==> src/sv/bspat_pkg.sv <==
// ----------------------------------------------------------------------------
// Binaural spatializer package
// Constants, codes, lane control types and saturating arithmetic helpers.
// ----------------------------------------------------------------------------
package bspat_pkg;

	localparam int DELAY_DEPTH = 512;
	localparam int TAP_COUNT   = 256;
	localparam int SAMPLE_BITS = 24;
	localparam int DELAY_AW    = $clog2(DELAY_DEPTH);
	localparam int TAP_AW      = $clog2(TAP_COUNT);
	localparam int COEF_BITS   = 16;
	localparam int ACC_BITS    = SAMPLE_BITS + COEF_BITS + TAP_AW;

	localparam logic [1:0] MODE_PARAM = 2'd1;
	localparam logic [1:0] MODE_HRIR  = 2'd2;
	localparam logic [1:0] SIDE_LEFT  = 2'd1;
	localparam logic [1:0] SIDE_RIGHT = 2'd2;
	localparam logic       OP_TAP     = 1'b1;

	localparam logic [2:0] REG_MODE       = 3'd0;
	localparam logic [2:0] REG_ITD        = 3'd1;
	localparam logic [2:0] REG_GAIN_L     = 3'd2;
	localparam logic [2:0] REG_GAIN_R     = 3'd3;
	localparam logic [2:0] REG_ALPHA      = 3'd4;
	localparam logic [2:0] REG_SIDE       = 3'd5;
	localparam logic [2:0] REG_HRIR_DLY_L = 3'd6;
	localparam logic [2:0] REG_HRIR_DLY_R = 3'd7;

	localparam logic signed [63:0] SAT_HI = (64'sd1 <<< (SAMPLE_BITS - 1)) - 64'sd1;
	localparam logic signed [63:0] SAT_LO = -SAT_HI - 64'sd1;

	typedef struct packed {
		logic                        en;
		logic [TAP_AW-1:0]           addr;
		logic signed [COEF_BITS-1:0] data;
	} tap_wr_t;

	typedef struct packed {
		logic clr;
		logic rd;
	} mac_ctl_t;

	function automatic logic signed [SAMPLE_BITS-1:0] sat(input logic signed [63:0] v);
		logic signed [63:0] t;
		t = (v > SAT_HI) ? SAT_HI : ((v < SAT_LO) ? SAT_LO : v);
		return t[SAMPLE_BITS-1:0];
	endfunction

	function automatic logic signed [SAMPLE_BITS-1:0] round_sat(
		input logic signed [63:0] v,
		input int unsigned sh
	);
		logic signed [63:0] t;
		t = (v + (64'sd1 <<< (sh - 1))) >>> sh;
		return sat(t);
	endfunction

endpackage

==> src/sv/bspat_lane.sv <==
// ----------------------------------------------------------------------------
// Binaural spatializer FIR lane
// Holds one ear's tap memory and multiply-accumulates it against history.
// ----------------------------------------------------------------------------
module bspat_lane (
	input  logic                                   clk,
	input  logic                                   arst_n,
	input  bspat_pkg::tap_wr_t                     tap_wr,
	input  bspat_pkg::mac_ctl_t                    ctl,
	input  logic [bspat_pkg::TAP_AW-1:0]           k,
	input  logic signed [bspat_pkg::SAMPLE_BITS-1:0] hist_s1,
	output logic signed [bspat_pkg::ACC_BITS-1:0]  acc
);

	logic signed [bspat_pkg::COEF_BITS-1:0] tap_mem [bspat_pkg::TAP_COUNT];
	logic signed [bspat_pkg::COEF_BITS-1:0] tap_s1;
	logic signed [bspat_pkg::COEF_BITS+bspat_pkg::SAMPLE_BITS-1:0] prod_s2;
	logic signed [bspat_pkg::ACC_BITS-1:0] acc_q;
	logic v_s1, v_s2;

	always_ff @(posedge clk) begin
		if (tap_wr.en) begin
			tap_mem[tap_wr.addr] <= tap_wr.data;
		end
		if (ctl.rd) begin
			tap_s1 <= tap_mem[k];
		end
		prod_s2 <= tap_s1 * hist_s1;
	end

	always_ff @(posedge clk or negedge arst_n) begin
		if (!arst_n) begin
			v_s1  <= 1'b0;
			v_s2  <= 1'b0;
			acc_q <= '0;
		end else begin
			v_s1 <= ctl.rd;
			v_s2 <= v_s1;
			if (ctl.clr) begin
				acc_q <= '0;
			end else if (v_s2) begin
				acc_q <= acc_q + bspat_pkg::ACC_BITS'(prod_s2);
			end
		end
	end

	assign acc = acc_q;

endmodule

==> config.mk <==
export PLATFORM = sky130hd
export DESIGN_NAME = bspat_lane
export DESIGN_NICKNAME = d
export VERILOG_FILES = /design/src/sv/bspat_pkg.sv /design/src/sv/bspat_lane.sv
export SDC_FILE = /design/constraint.sdc
export NUM_CORES = 2
export LEC_CHECK = 0
export BUFFER_PORTS_ARGS = -buffer_cell sky130_fd_sc_hd__buf_2
export CORE_MARGIN = 2
export CORE_UTILIZATION = 50
export DETAILED_ROUTE_END_ITERATION = 7
export PLACE_DENSITY = 0.64
export SYNTH_ARGS = -nofsm -noshare
export SYNTH_HDL_FRONTEND = slang
export SYNTH_SLANG_ARGS = --single-unit
==> constraint.sdc <==
create_clock -name clk -period 8.45 [get_ports clk]
set_input_delay 2.1125 -clock clk [delete_from_list [all_inputs] [get_ports clk]]
set_output_delay 2.1125 -clock clk [all_outputs]
set_load 0.01 [all_outputs]
### Word level (Yosys, flattened, before mapping)

Memories as Yosys holds them, arrays and structs flattened. A register that Yosys moved wholly into a read port is not among the register bits.
Index checks and enable logic that the tools add are counted.

* multiplexer cells: 4
* add/subtract/negate cells: 1
* reductions and logical operators: 1
* multiply operators: 1

Operators by type and width (number)
* $mux W48: 2
* $add A48 B40 Y48: 1
* $mul A16 B24 Y40: 1
* $mux W1: 2
* $reduce_bool A2 Y1: 1

* memories: 1
* word-level logic and storage cells: 12
* register bits after elaboration: 90
* bits in writable memories: 4096
* bits of input ports: 61

Memories
* tap_mem: depth 256, width 16, read ports 1, clocked after memory_dff 1, wr ports 1, line bspat_lane.sv:15 `logic signed [bspat_pkg::COEF_BITS-1:0] tap_mem [bspat_pkg::TAP_COUNT];`

### Depth between registers and ports, before layout

* depth after elaboration: 3
* mapped depth: 25

### Least setup slack after synthesis

Ideal clock, no wire load.

* path type: input to register
* start point: input port hist_s1[14] (netlist bit)
* end point: register prod_s2[38] (netlist bit)
* buffers on the path: 2
* stages on the path: 24
* arrival time: 7935 ps
* setup slack: 443 ps
* required time: 8378 ps
* path through: clkbuf_1 > nand2_1 > fa_1 > inv_1 > fa_1 > inv_1 > fa_1 > inv_1 > fa_1 > fa_1 > inv_1 > fa_1 > inv_1 > ha_1 > clkbuf_1 > nand4_1 > and3_1 > a21boi_0 > o211ai_1 > a221oi_1 > o21bai_1 > a221o_1 > o41ai_1 > xnor2_1

* word-level cells in the longest chain between the ends: 1

Ends and longest elaborated chain
* from (decl): line bspat_lane.sv:11 `input logic signed [bspat_pkg::SAMPLE_BITS-1:0] hist_s1,`
* $mul A16 B24 Y40: line bspat_lane.sv:28 `prod_s2 <= tap_s1 * hist_s1;`
* to (signal assigned): line bspat_lane.sv:28
* to (decl): line bspat_lane.sv:17 `logic signed [bspat_pkg::COEF_BITS+bspat_pkg::SAMPLE_BITS-1:0] prod_s2;`

No other way between the ends.
A chain may end at the register's enable or synchronous reset.

### Worst setup path in the final report

* start point: input port hist_s1[10] (netlist bit)
* end point: register prod_s2[38] (netlist bit)

Same word-level chain as after synthesis.

==> flow_metrics.env <==
export IMPL_layout_cells_most_common_list="edfxtp_1 (4112), mux4_2 (1360), inv_1 (443), clkbuf_16 (424), buf_4 (410)"
export IMPL_vdd_ir_drop_worst_uv=1220
export IMPL_worstMarginPinSlew_ns=1.33
export IMPL_postSynthCellCount=8253
export IMPL_critical_path_buf_inv_count=4
export IMPL_worst_ep_required_time_ns=9.33
export IMPL_synth_cell_area_sq_um=176000
export IMPL_timing_final_hold_violations=0
export IMPL_critical_path_s_top_delay_family="adder cells"
export IMPL_dpl_instance_area_sq_um=185000
export IMPL_power_density_nw_per_um2=337
export IMPL_postLayoutCellArea_sq_um=198000
export IMPL_drc_errors=0
export IMPL_seq_area_frac_synth_pct=71.4
export IMPL_wire_length_of_the_first_global_routing_pass_um=619000
export IMPL_cpPeakStageDelay_ns=0.58
export IMPL_core_area_sq_um=350000
export IMPL_drive_gt1_share_pct=28.0
export IMPL_vias_in_the_first_global_route=86600
export IMPL_drt_iter0_markers=9056
export IMPL_postSynth_topFlopCell="edfxtp_1"
export IMPL_grt_busiest_layer="met2"
export IMPL_ys_warn_count=0
export IMPL_hold_path_class="reg2reg"
export IMPL_cts_tree="done"
export IMPL_critPathSlowestCell="fa_1"
export IMPL_clock_tree_htree_level_count=5
export IMPL_cts_clk_slew_worst_paths_ns=0.07
export IMPL_synth_async_reset_ratio_pct=1.19
export IMPL_setup_total_negative_slack_ns=0
export IMPL_numCtsBuffers=417
export IMPL_io_buffer_count=108
export IMPL_max_clock_path_buffers=4
export IMPL_ioPinCount=109
export IMPL_rsz_0062_raised_after_global_routing="no"
export IMPL_synth_area_per_cell_sq_um=21.3
export IMPL_vias_per_cell=6.12
export IMPL_num_nets_final=9382
export IMPL_place_inst=13000
export IMPL_worstSetupEndpointType="flip-flop"
export IMPL_placementRows=217
export IMPL_die_height_um=597
export IMPL_postSynthRegisterBits=4202
export IMPL_numClockSinks=4202
export IMPL_grt_met2_usage_pct=38.6
export IMPL_antenna_left=0
export IMPL_detail_route_first_pass_iterations=7
export IMPL_post_synth_top_area_cell="edfxtp_1"
export IMPL_dp_slack_ns=0.0392
export IMPL_grt_total_usage_pct=24.2
export IMPL_clock_fmax_ghz=0.133
export IMPL_final_min_period_ns=7.49
export IMPL_overflow=0
export IMPL_antenna_violations_before_repair=28
export IMPL_routedWlPerCell_um=31.2
export IMPL_report_final_setup_viol=0
export IMPL_largest_net_degree_at_the_start_of_global_routing=195
export IMPL_crit_path_cell_trace="buf_2, nand2_1, fa_1, inv_1, fa_1, fa_1, fa_1, fa_1, inv_1, fa_1, inv_1, ha_1, a21oi_1, and3_1, a21boi_0, o211ai_1, a221oi_1, o21bai_1, a221o_1, o41ai_1, xnor2_1"
export IMPL_leak_pwr_nw=65.2
export IMPL_post_synthesis_net_count=8834
export IMPL_critical_path_peak_fanout=9
export IMPL_gp_congestion=0.860
export IMPL_outcome="finished, final reports clean"
export IMPL_cts_setup_buffers=0
export IMPL_initial_core_util_pct=50.3
export IMPL_start_kind="primary input"
export IMPL_grt_met1_usage_pct=34.5
export IMPL_die_area_sq_um=356000
export IMPL_dpl_hpwl_um=260000
export IMPL_maxCapViolations=0
export IMPL_period_share_pct=88.7
export IMPL_worstSkewPairLatency_ns=0.98
export IMPL_synth_top_cells_by_area="edfxtp_1 (70%), mux4_2 (17%), fa_1 (4.3%)"
export IMPL_finClkSkew_ns=0.0438
export IMPL_maxSlewHeadroom_pct=11.5
export IMPL_slew_violations=0
export IMPL_post_cts_resized_instances=0
export IMPL_layout_setup_ws_ns=0.958
export IMPL_num_vias=84300
export IMPL_groute_layer_met3_usage_pct=4.54
export IMPL_die_w_um=597
export IMPL_synth_edff_count=4112
export IMPL_critical_path_class="in2reg"
export IMPL_area_growth_pct=12.7
export IMPL_cpMostUsedCell="fa_1"
export IMPL_synth_distinct_cells=64
export IMPL_post_cts_hold_buffer_count=0
export IMPL_cell_at_the_root_of_the_clock_tree="clkbuf_16"
export IMPL_wl_um=429000
export IMPL_finish_cell_count_without_fillers=13800
export IMPL_synth_top_cell_area_share_pct=70.3
export IMPL_most_common_library_cell_in_the_layout_ignoring_fill_and_taps="edfxtp_1"
export IMPL_cp_data_arrival_time_ns=8.37
[routing by layer]
| metal | up-vias | wire length, um |
|---|---|---|
| met1 | 45800 | 175000 |
| met2 | 3366 | 207000 |
| met3 | 591 | 33200 |
| li1 | 34500 | - |
| met4 | 14 | 13200 |
| met5 | - | 203 |
[synthesized netlist by cell type, drive strengths merged (17+ instances only)]
cell,count
dfxtp,40
buf,145
mux2i,30
clkbuf,283
inv,443
xnor2,65
nand3,41
ha,145
nand2b,20
a21o,20
o21bai,17
mux4,1360
a21oi,79
xor2,17
edfxtp,4112
and2,151
nor2,354
fa,375
o21ai,50
dfrtp,50
nand2,281
nand4,18
[worst register-to-register path, cell delays in order (launching register included)]
cell and delay [ns]:
edfxtp_1 1.17, and2_1 0.31, fa_1 0.42, inv_1 0.08, fa_1 0.45, fa_1 0.52
inv_1 0.06, fa_1 0.50, fa_1 0.53, inv_1 0.06, fa_1 0.49, inv_1 0.05
ha_1 0.33, a21oi_1 0.18, and3_1 0.19, a21boi_0 0.26, o211ai_1 0.22, a221oi_1 0.41
o21bai_1 0.15, a221o_1 0.36, o41ai_1 0.37, xnor2_1 0.17
[through the flow]
stage | util (%) | power, mW | hold slack [ns]
detailed placement | 52.8 | 49.1 | 0.340
global placement | 52.8 | 48.6 | 0.339
global route | 56.6 | 70.5 | 0.369
floorplan | - | 39.8 | 0.331
CTS | 56.6 | 67.4 | 0.355
finish | 56.6 | 66.8 | 0.353
[kinds of logic after synthesis]
kind of cell | after synthesis | synth area share (%)
mux | 1391 | 17.6
buf+inv | 871 | 1.91
xor+xnor | 82 | 0.409
flops | 4202 | 71.4
simple gates | 917 | 2.35
fa+ha+maj | 520 | 5.30
compound gates | 270 | 0.992
[registers in the layout, indices dropped and copies added (netlist names)]
signal	count
tap_s1	16
v_s2	1
tap_mem	4096
v_s1	1
prod_s2	40
acc	48
[power breakdown]
group | internal (mW) | switching [mW] | total (mW)
logic | 10.6 | 14.2 | 24.8
registers | 23.5 | 0.268 | 23.7
clock network | 10.5 | 7.79 | 18.3
[path summary, 6_finish.rpt]
path                              from     endpoint  slack, ns  cells past startpoint
min reg2reg                       v_s1         v_s2       0.35                      0
max reg2reg                  tap_s1[5]  prod_s2[38]       1.11                     21
max in group asynchronous       arst_n         v_s2       6.62                      2
max                        hist_s1[10]  prod_s2[38]       0.96                     21
min                               v_s1         v_s2       0.35                      0
min in group asynchronous       arst_n       acc[5]       1.31                      2
[final cells by class]
type | instances | area (sq um)
fill | 25600 | 152000
sequential | 4202 | 126000
multi-input combinational | 3180 | 47000
clock buffer | 508 | 11000
tap | 4599 | 5750
timing repair buffer | 557 | 4630
clock inverter | 259 | 2540
inverter | 443 | 1660
antenna | 18 | 45.0
No activity file was read; power rests on OpenSTA's default activity.
